$ cat config.mk
export PLATFORM = sky130hd
export DESIGN_NAME = mpq_ctrl_flat
export DESIGN_NICKNAME = d
export VERILOG_FILES = /design/src/hdl/mpq_pkg.sv /design/src/hdl/mpq_in_if.sv /design/src/hdl/mpq_scan.sv /design/src/hdl/mpq_ctrl.sv /design/src/flat_wrapper.sv
export SDC_FILE = /design/constraint.sdc
export NUM_CORES = 1
export LEC_CHECK = 0
export BUFFER_PORTS_ARGS = -buffer_cell sky130_fd_sc_hd__buf_2
export CAP_MARGIN = 20
export CORE_ASPECT_RATIO = 0.8
export CORE_UTILIZATION = 52
export CTS_BUF_LIST = sky130_fd_sc_hd__clkbuf_16
export DETAILED_ROUTE_END_ITERATION = 7
export PLACE_DENSITY = 0.81
export SYNTH_ARGS = -nofsm -noshare
export SYNTH_HDL_FRONTEND = slang
export SYNTH_SLANG_ARGS = --single-unit
$ cat constraint.sdc
create_clock -name i_clk -period 5.3 [get_ports i_clk]
set_input_delay 0 -clock i_clk [delete_from_list [all_inputs] [get_ports i_clk]]
set_output_delay 0 -clock i_clk [all_outputs]
set_load 0.05 [all_outputs]
$ cat src/hdl/mpq_pkg.sv
// Package for the unsorted-array max priority queue.
// Holds store sizing, entry and result types, codes and the sequencer states.
// No dependencies.
package mpq_pkg;

    localparam int DEPTH       = 128;
    localparam int ADDR_W      = $clog2(DEPTH);
    localparam int CNT_W       = $clog2(DEPTH + 1);
    localparam int PRIO_W      = 16;
    localparam int PAYLOAD_W   = 32;
    localparam int STATUS_W    = 2;
    localparam int ENTRY_CNT_W = 8;

    typedef enum logic {
        FN_INSERT = 1'b0,
        FN_REMOVE = 1'b1
    } t_func;

    typedef enum logic [STATUS_W-1:0] {
        ST_OK    = 2'd0,
        ST_FULL  = 2'd1,
        ST_EMPTY = 2'd2
    } t_status;

    typedef enum logic [1:0] {
        S_IDLE,
        S_SCAN,
        S_WAIT
    } t_state;

    typedef struct packed {
        logic [PRIO_W-1:0]    prio;
        logic [PAYLOAD_W-1:0] payload;
    } t_entry;

    localparam int ENTRY_W = $bits(t_entry);

    typedef struct packed {
        logic              re;
        logic [ADDR_W-1:0] raddr;
        logic              we;
        logic [ADDR_W-1:0] waddr;
        t_entry            wdata;
    } t_ram_req;

    typedef struct packed {
        logic              dat_vld;
        logic              first;
        logic [ADDR_W-1:0] idx;
    } t_scan_ctl;

    typedef struct packed {
        t_entry                 entry;
        t_status                status;
        logic [ENTRY_CNT_W-1:0] entry_count;
    } t_result;

endpackage

$ cat src/hdl/mpq_in_if.sv
// Input channel of the priority queue: one operation word per handshake.
// Depends on mpq_pkg for field widths.
interface mpq_in_if;
    logic                          valid;
    logic                          ready;
    logic                          func;
    logic [mpq_pkg::PRIO_W-1:0]    item_priority;
    logic [mpq_pkg::PAYLOAD_W-1:0] item_payload;

    modport source (output valid, output func, output item_priority, output item_payload,
                    input ready);
    modport sink   (input valid, input func, input item_priority, input item_payload,
                    output ready);
endinterface

$ cat src/hdl/mpq_scan.sv
// Running maximum over the entries read back during a remove scan.
// Depends on mpq_pkg; fed by mpq_ctrl and the store read port.
module mpq_scan (
    input  logic                           i_clk,
    input  mpq_pkg::t_scan_ctl             i_ctl,
    input  mpq_pkg::t_entry                i_rd_data,
    output logic [mpq_pkg::ADDR_W-1:0]     o_best_idx,
    output mpq_pkg::t_entry                o_best
);
    import mpq_pkg::*;

    logic [ADDR_W-1:0] r_best_idx;
    t_entry            r_best;
    logic [ADDR_W-1:0] n_best_idx;
    t_entry            n_best;
    logic              take;

    // strict greater keeps the lowest index on ties
    always_comb begin
        take       = i_ctl.first || (i_rd_data.prio > r_best.prio);
        n_best_idx = take ? i_ctl.idx : r_best_idx;
        n_best     = take ? i_rd_data : r_best;
    end

    always_ff @(posedge i_clk) begin
        if (i_ctl.dat_vld) begin
            r_best_idx <= n_best_idx;
            r_best     <= n_best;
        end
    end

    assign o_best_idx = n_best_idx;
    assign o_best     = n_best;
endmodule

$ cat src/hdl/mpq_ctrl.sv
// Sequencer of the priority queue: fill count, insert writes, remove scan and
// hole fill-in write-back. Depends on mpq_pkg, mpq_in_if and mpq_scan.
module mpq_ctrl (
    input  logic                       i_clk,
    input  logic                       i_rst_n,
    mpq_in_if.sink                     i_in,
    input  mpq_pkg::t_entry            i_rd_data,
    output mpq_pkg::t_ram_req          o_ram,
    input  logic                       i_take,
    output logic                       o_res_vld,
    output mpq_pkg::t_result           o_res
);
    import mpq_pkg::*;

    t_state            r_state, n_state;
    logic [CNT_W-1:0]  r_count;
    logic [ADDR_W-1:0] r_ptr;
    logic              r_issue_done;
    logic              r_dvld;
    logic [ADDR_W-1:0] r_didx;
    t_entry            r_res;
    t_status           r_status;

    logic              accept;
    logic              is_remove;
    logic              full;
    logic              empty;
    logic [ADDR_W-1:0] last_idx;
    logic              scan_last;
    t_scan_ctl         scan_ctl;
    logic [ADDR_W-1:0] best_idx;
    t_entry            best;

    assign accept    = i_in.valid && i_in.ready;
    assign is_remove = (i_in.func == FN_REMOVE);
    assign full      = (r_count == CNT_W'(DEPTH));
    assign empty     = (r_count == '0);
    assign last_idx  = ADDR_W'(r_count - 1'b1);
    assign scan_last = r_dvld && (r_didx == last_idx);

    always_comb begin
        scan_ctl.dat_vld = r_dvld;
        scan_ctl.first   = (r_didx == '0);
        scan_ctl.idx     = r_didx;
    end

    mpq_scan u_scan (
        .i_clk      (i_clk),
        .i_ctl      (scan_ctl),
        .i_rd_data  (i_rd_data),
        .o_best_idx (best_idx),
        .o_best     (best)
    );

    always_comb begin
        n_state = r_state;
        unique case (r_state)
            S_IDLE: begin
                if (accept) begin
                    n_state = (is_remove && !empty) ? S_SCAN : S_WAIT;
                end
            end
            S_SCAN: begin
                if (scan_last) begin
                    n_state = S_WAIT;
                end
            end
            S_WAIT: begin
                if (i_take) begin
                    n_state = S_IDLE;
                end
            end
            default: n_state = S_IDLE;
        endcase
    end

    always_comb begin
        i_in.ready        = (r_state == S_IDLE);
        o_res_vld         = (r_state == S_WAIT);
        o_res.entry       = r_res;
        o_res.status      = r_status;
        o_res.entry_count = ENTRY_CNT_W'(r_count);
        o_ram.re          = (r_state == S_SCAN) && !r_issue_done;
        o_ram.raddr       = r_ptr;
        o_ram.we          = 1'b0;
        o_ram.waddr       = ADDR_W'(r_count);
        o_ram.wdata.prio    = i_in.item_priority;
        o_ram.wdata.payload = i_in.item_payload;
        if (accept && !is_remove && !full) begin
            o_ram.we = 1'b1;
        end else if ((r_state == S_SCAN) && scan_last) begin
            // move the last entry into the hole
            o_ram.we    = 1'b1;
            o_ram.waddr = best_idx;
            o_ram.wdata = i_rd_data;
        end
    end

    always_ff @(posedge i_clk) begin
        if (!i_rst_n) begin
            r_state      <= S_IDLE;
            r_count      <= '0;
            r_issue_done <= 1'b1;
            r_dvld       <= 1'b0;
        end else begin
            r_state <= n_state;
            r_dvld  <= o_ram.re;
            if (accept) begin
                r_ptr        <= '0;
                r_issue_done <= 1'b0;
                if (!is_remove && !full) begin
                    r_count <= r_count + 1'b1;
                end
            end
            if (o_ram.re) begin
                r_ptr <= r_ptr + 1'b1;
                if (r_ptr == last_idx) begin
                    r_issue_done <= 1'b1;
                end
            end
            if ((r_state == S_SCAN) && scan_last) begin
                r_count <= r_count - 1'b1;
            end
        end
    end

    always_ff @(posedge i_clk) begin
        r_didx <= r_ptr;
        if (accept) begin
            r_res <= '0;
            if (is_remove) begin
                r_status <= empty ? ST_EMPTY : ST_OK;
            end else begin
                r_status <= full ? ST_FULL : ST_OK;
            end
        end
        if ((r_state == S_SCAN) && scan_last) begin
            r_res <= best;
        end
    end

    a_count_bound: assert property (@(posedge i_clk) disable iff (!i_rst_n)
        r_count <= CNT_W'(DEPTH))
        else $error("fill count above depth");

    a_wb_in_range: assert property (@(posedge i_clk) disable iff (!i_rst_n)
        ((r_state == S_SCAN) && o_ram.we) |-> (o_ram.waddr <= last_idx))
        else $error("write-back outside stored entries");

    a_empty_remove: assert property (@(posedge i_clk) disable iff (!i_rst_n)
        (accept && is_remove && empty) |=> ((r_state == S_WAIT) && (r_status == ST_EMPTY)))
        else $error("remove on empty store not reported");

    a_insert_count: assert property (@(posedge i_clk) disable iff (!i_rst_n)
        (accept && !is_remove && !full) |=> (r_count == $past(r_count) + 1'b1))
        else $error("insert did not grow the count");

    a_scan_no_read_after_last: assert property (@(posedge i_clk) disable iff (!i_rst_n)
        scan_last |-> !o_ram.re)
        else $error("read issued past the last entry");
endmodule

$ cat src/flat_wrapper.sv
// flat-port wrapper written by rule: the top's interface ports become plain ports
module mpq_ctrl_flat import mpq_pkg::*;
  (i_clk, i_rst_n, i_rd_data, o_ram, i_take, o_res_vld, o_res, i_in_valid, i_in_func, i_in_item_priority, i_in_item_payload, i_in_ready);
  mpq_in_if i_in_i ();
  input  logic i_clk;
  input  logic i_rst_n;
  input  mpq_pkg::t_entry i_rd_data;
  output mpq_pkg::t_ram_req o_ram;
  input  logic i_take;
  output logic o_res_vld;
  output mpq_pkg::t_result o_res;
  input wire logic [$bits(i_in_i.valid)-1:0] i_in_valid;
  input wire logic [$bits(i_in_i.func)-1:0] i_in_func;
  input wire logic [$bits(i_in_i.item_priority)-1:0] i_in_item_priority;
  input wire logic [$bits(i_in_i.item_payload)-1:0] i_in_item_payload;
  output wire logic [$bits(i_in_i.ready)-1:0] i_in_ready;
  assign i_in_i.valid = i_in_valid;
  assign i_in_i.func = i_in_func;
  assign i_in_i.item_priority = i_in_item_priority;
  assign i_in_i.item_payload = i_in_item_payload;
  assign i_in_ready = i_in_i.ready;
  mpq_ctrl u_core (.i_clk(i_clk), .i_rst_n(i_rst_n), .i_in(i_in_i), .i_rd_data(i_rd_data), .o_ram(o_ram), .i_take(i_take), .o_res_vld(o_res_vld), .o_res(o_res));
endmodule
==> summary.md <==
| Metric | Value |
|---|---|
| Number of H-tree levels | 4 |
| DRT Wirelength | between 15 and 20 mm |
| Pwr Density | between 300 and 400 nW/um^2 |
| Internal | between 2 and 2.5 mW |
| Worst Path Arrival | ~3.7 ns |
| Synth Warn # | 0 |
| First-pass GRT wire length | 31.40 mm |
| Critical path type | flip-flop to output pin |
| Post-synth cell types | 57 |
| Max-slew headroom | about a quarter |
| Post-CTS Setup Inserts | 0 |
| Post-synthesis sequential area ratio | between 50% and 60% |
| Core Rows | 37 |
| Power share of the combinational group | between 10% and 20% |
| GRT overflow | 0 |
| Syn Area/Cell | approximately 9.5 um^2 |
| Drt drc | 0 |
| Outcome | complete, no violations |
| Instance count on the critical path | 10 |
| Initial DRT Pass Iterations | 5 |
| Utilization after layout | around 70% |
| DRT iter0 DRCs | ~580 |
| Clk_lat worst skew | approximately 0.42 ns |
| Layout Skew | ~0.0076 ns |
| # setup viols final | 0 |
| Share of cells above drive strength 1 | 27.69% |
| Vias in the first global route | ~6500 |
| Final Hold Viols | 0 |
| Switch Pwr | 0.8249 mW |
| Fraction of synthesis flops using an asynchronous set or reset pin | 0% |
| Largest net degree at the start of global routing | between 100 and 150 |
| Crit path cell chain | inv_1 > ha_1 > nor3b_2 > xnor3_1 > and4bb_4 > nand3_4 > buf_4 > nand2_1 > nand2_1 > buf_2 |
| Routed length per instance | around 17 um |
| Die area | roughly 14000 um^2 |
| DR vias/cell | 5.561 |
| Slowest-stage cell, CP | buf_4 |
| Crit path max-delay family | buffers and inverters |
| Initial antenna violation count | 0 |
| Pins over their slew limit | 0 |
| Worst Path Required | ~5.3 ns |
| Fillers | roughly 950 |
| R2R cell count | 8 |
| Top FF cell, synth | edfxtp_1 |
| Maximum vdd drop | between 0.2 and 0.3 mV |
| Die W | about 130 um |
| Overall routing resource usage | 28.64% |
| RSZ-0062 raised after global routing | no |
| Antenna diode count | 0 |
| Initial Utilization | 53.95% |
| Vias | approximately 6600 |
| Worst setup EP type | output pin |
| Number of flops mapped to enable cells by yosys | 112 |
| Reg-to-Reg End | u_core.o_res[10] |
| Tmin final | about 3.7 ns |
| Core area | 13010 um^2 |
| Mapped Nets | roughly 860 |
| # IOs | between 200 and 250 |
| Worst setup SP type | flip-flop |
| CTS tree | done |
| Synthesized instance count | approximately 740 |
| Mapped Area | 7018 um^2 |
| Clock Tree Buf Depth | 2 |
| CTS Buf Count | 17 |
| Max Cap Viol | 0 |
| Highest Clock Rate | about 0.27 GHz |
| Clk sinks | roughly 130 |
| Crit Reg-Reg Startpoint | u_core.u_scan.r_best[46] |
| Buf+Inv Stages, Crit Path | 3 |
| GPL Wtd Cong | around 0.87 |
| Synth Register Bits | between 100 and 150 |
| Clk slew on worst S/H paths | 0.06 ns |
| Clock share of power | around two fifths |
| R2R Setup Slk | a little over 2 ns |
| Die Ht | between 100 and 150 um |
| Switching Share | between 20% and 30% |
| Cell mode on critical path | nand2_1 |
| Slew of the pin with the lowest slew margin | between 1 and 1.5 ns |
| Clk root buf | clkbuf_16 |
| Detailed placer's ending HPWL | around 12 mm |
| ANT nets after route | 0 |
| Share of the clock period used by the worst path | 70.18% |
| Crit path from | u_core.r_count[0] |
| Reg power frac | slightly above 40% |
| Crit path capture | o_ram[3] |
| Final #Nets | 1112 |
| Largest stage delay, worst path | 0.78 ns |
| I/O Buffers | approximately 220 |
| Leak Pwr | about 4.2 nW |
| Final TNS setup | 0 ns |
| CP max FO | between 100 and 150 |
| Path type of the worst min-delay path | input port to flip-flop |
| Synth-to-Final Area Change | 32.27% |
==> worst reg2reg max path, stage by stage, from the launching register on <==
cell	delay, ns
edfxtp_1	0.38
inv_1	0.07
ha_1	0.23
nand4_1	0.17
nor2_1	0.07
or3_1	0.42
or4_2	1.20
nand3_1	0.36
a21oi_1	0.10
==> power groups by stage <==
| stage | clock (mW) | sequential, mW | combinational, mW |
|---|---|---|---|
| after floorplan | 0 | 1.30 | 0.227 |
| after detailed placement | 0 | 1.20 | 0.454 |
| after global placement | 0 | 1.20 | 0.446 |
| after global routing | 1.25 | 1.18 | 0.520 |
| after CTS | 1.21 | 1.18 | 0.485 |
| final | 1.20 | 1.18 | 0.492 |
==> repair_timing <==
action	4_1_cts	5_1_grt
resized for setup	0	0
hold endpoints to repair	63	0
hold buffers	50	0
==> synth_stat cells, drive strengths merged, types with 4 or more instances <==
cell	instances	area share, %
edfxtp	112	48
xor2	7	0.87
inv	24	1.3
nand4	11	0.98
xnor3	5	1.6
clkbuf	17	0.94
nand3	66	4.7
nor3	8	0.80
and3	8	0.78
xnor2	12	1.5
a21oi	59	4.2
dfxtp	19	5.4
nor2	24	1.3
nor3b	6	0.71
o21ai	58	4.1
ha	20	3.6
buf	31	2.8
nand2	209	11
nor4	4	0.66
a31oi	7	0.62
==> layout by cell type, fill, tap and decap left out, types with 4 or more instances in the layout <==
cell type and n:
xnor3_1 4, buf_2 224, nor3b_1 5, nor2_1 23, o21ai_0 50, and3_1 7, xnor2_1 12, clkbuf_16 17
clkinv_4 5, inv_1 25, edfxtp_1 112, nor3_1 6, nand3_1 65, nand4_1 11, a31oi_1 7, buf_4 4
nand2_1 208, xor2_1 7, dlygate4sd3_1 50, dfxtp_1 18, o21ai_1 8, a21oi_1 59, ha_1 20
==> per-layer routing <==
| metal | vias up | part of all wire, % | global-route usage (%) |
|---|---|---|---|
| met5 | - | 0 | 0 |
| met4 | 0 | 3.0 | 13.37 |
| met3 | 50 | 6.4 | 4.435 |
| met2 | 304 | 50 | 49.55 |
| met1 | 3084 | 41 | 35.47 |
| li1 | 3119 | - | - |
==> layout make-up <==
| type | instances | area [um^2] | area share (%) |
|---|---|---|---|
| clock inverter | 15 | 183.9 | 1.981 |
| tap | 175 | 219.0 | 2.359 |
| timing repair buffer | 279 | 1679 | 18.09 |
| inverter | 25 | 93.84 | 1.011 |
| clock buffer | 17 | 425.4 | 4.583 |
| sequential | 131 | 3745 | 40.34 |
| multi-input combinational | 537 | 2937 | 31.64 |
==> worst min path at each step <==
stage,from,end,slack (ns),depth (start not counted)
4_1_cts,i_rd_data[0],u_core.u_scan.r_best[0],0.002,3
3_3_place_gp,i_rst_n,u_core.r_issue_done,0.30,2
6_report,i_in_valid,u_core.r_state[0],0.01,4
5_1_grt,i_rd_data[0],u_core.u_scan.r_best[0],0.02,3
2_1_floorplan,i_in_func,u_core.r_status[0],0.19,1
3_5_place_dp,i_rst_n,u_core.r_issue_done,0.30,2
==> cell families after synthesis <==
logic type                 share of synthesized area, %
and+or+nand+nor                                   22.96
buffers and inverters                             5.117
adders and majority gates                         3.566
xor gates and xnor gates                          3.994
AOI/OAI and AO/OA                                 11.02
DFF                                               53.34
==> flip-flops by register name (all words and copies together) (netlist names) <==
name	cells
u_core.o_res	48
u_core.u_scan.r_best	48
u_core.r_count	8
u_core.r_didx	7
u_core.r_ptr	7
u_core.u_scan.r_best_idx	7
u_core.r_state	2
u_core.r_status	2
u_core.r_dvld	1
u_core.r_issue_done	1
==> per-stage QoR <==
stage          setup WS (ns)  power [mW]  instances  instance area, um^2  hold slack, ns
6_report               1.581       2.872       1179                 9283         0.01210
5_1_grt                1.365       2.954       1179                 9283         0.02125
4_1_cts                1.528       2.871       1178                 9255        0.001955
3_5_place_dp           1.975       1.650       1096                 8145          0.3029
3_3_place_gp           2.069       1.642       1096                 8145          0.2984
2_1_floorplan          1.190       1.524        741                 7018          0.1851
Power figures use the tool's default switching activity.
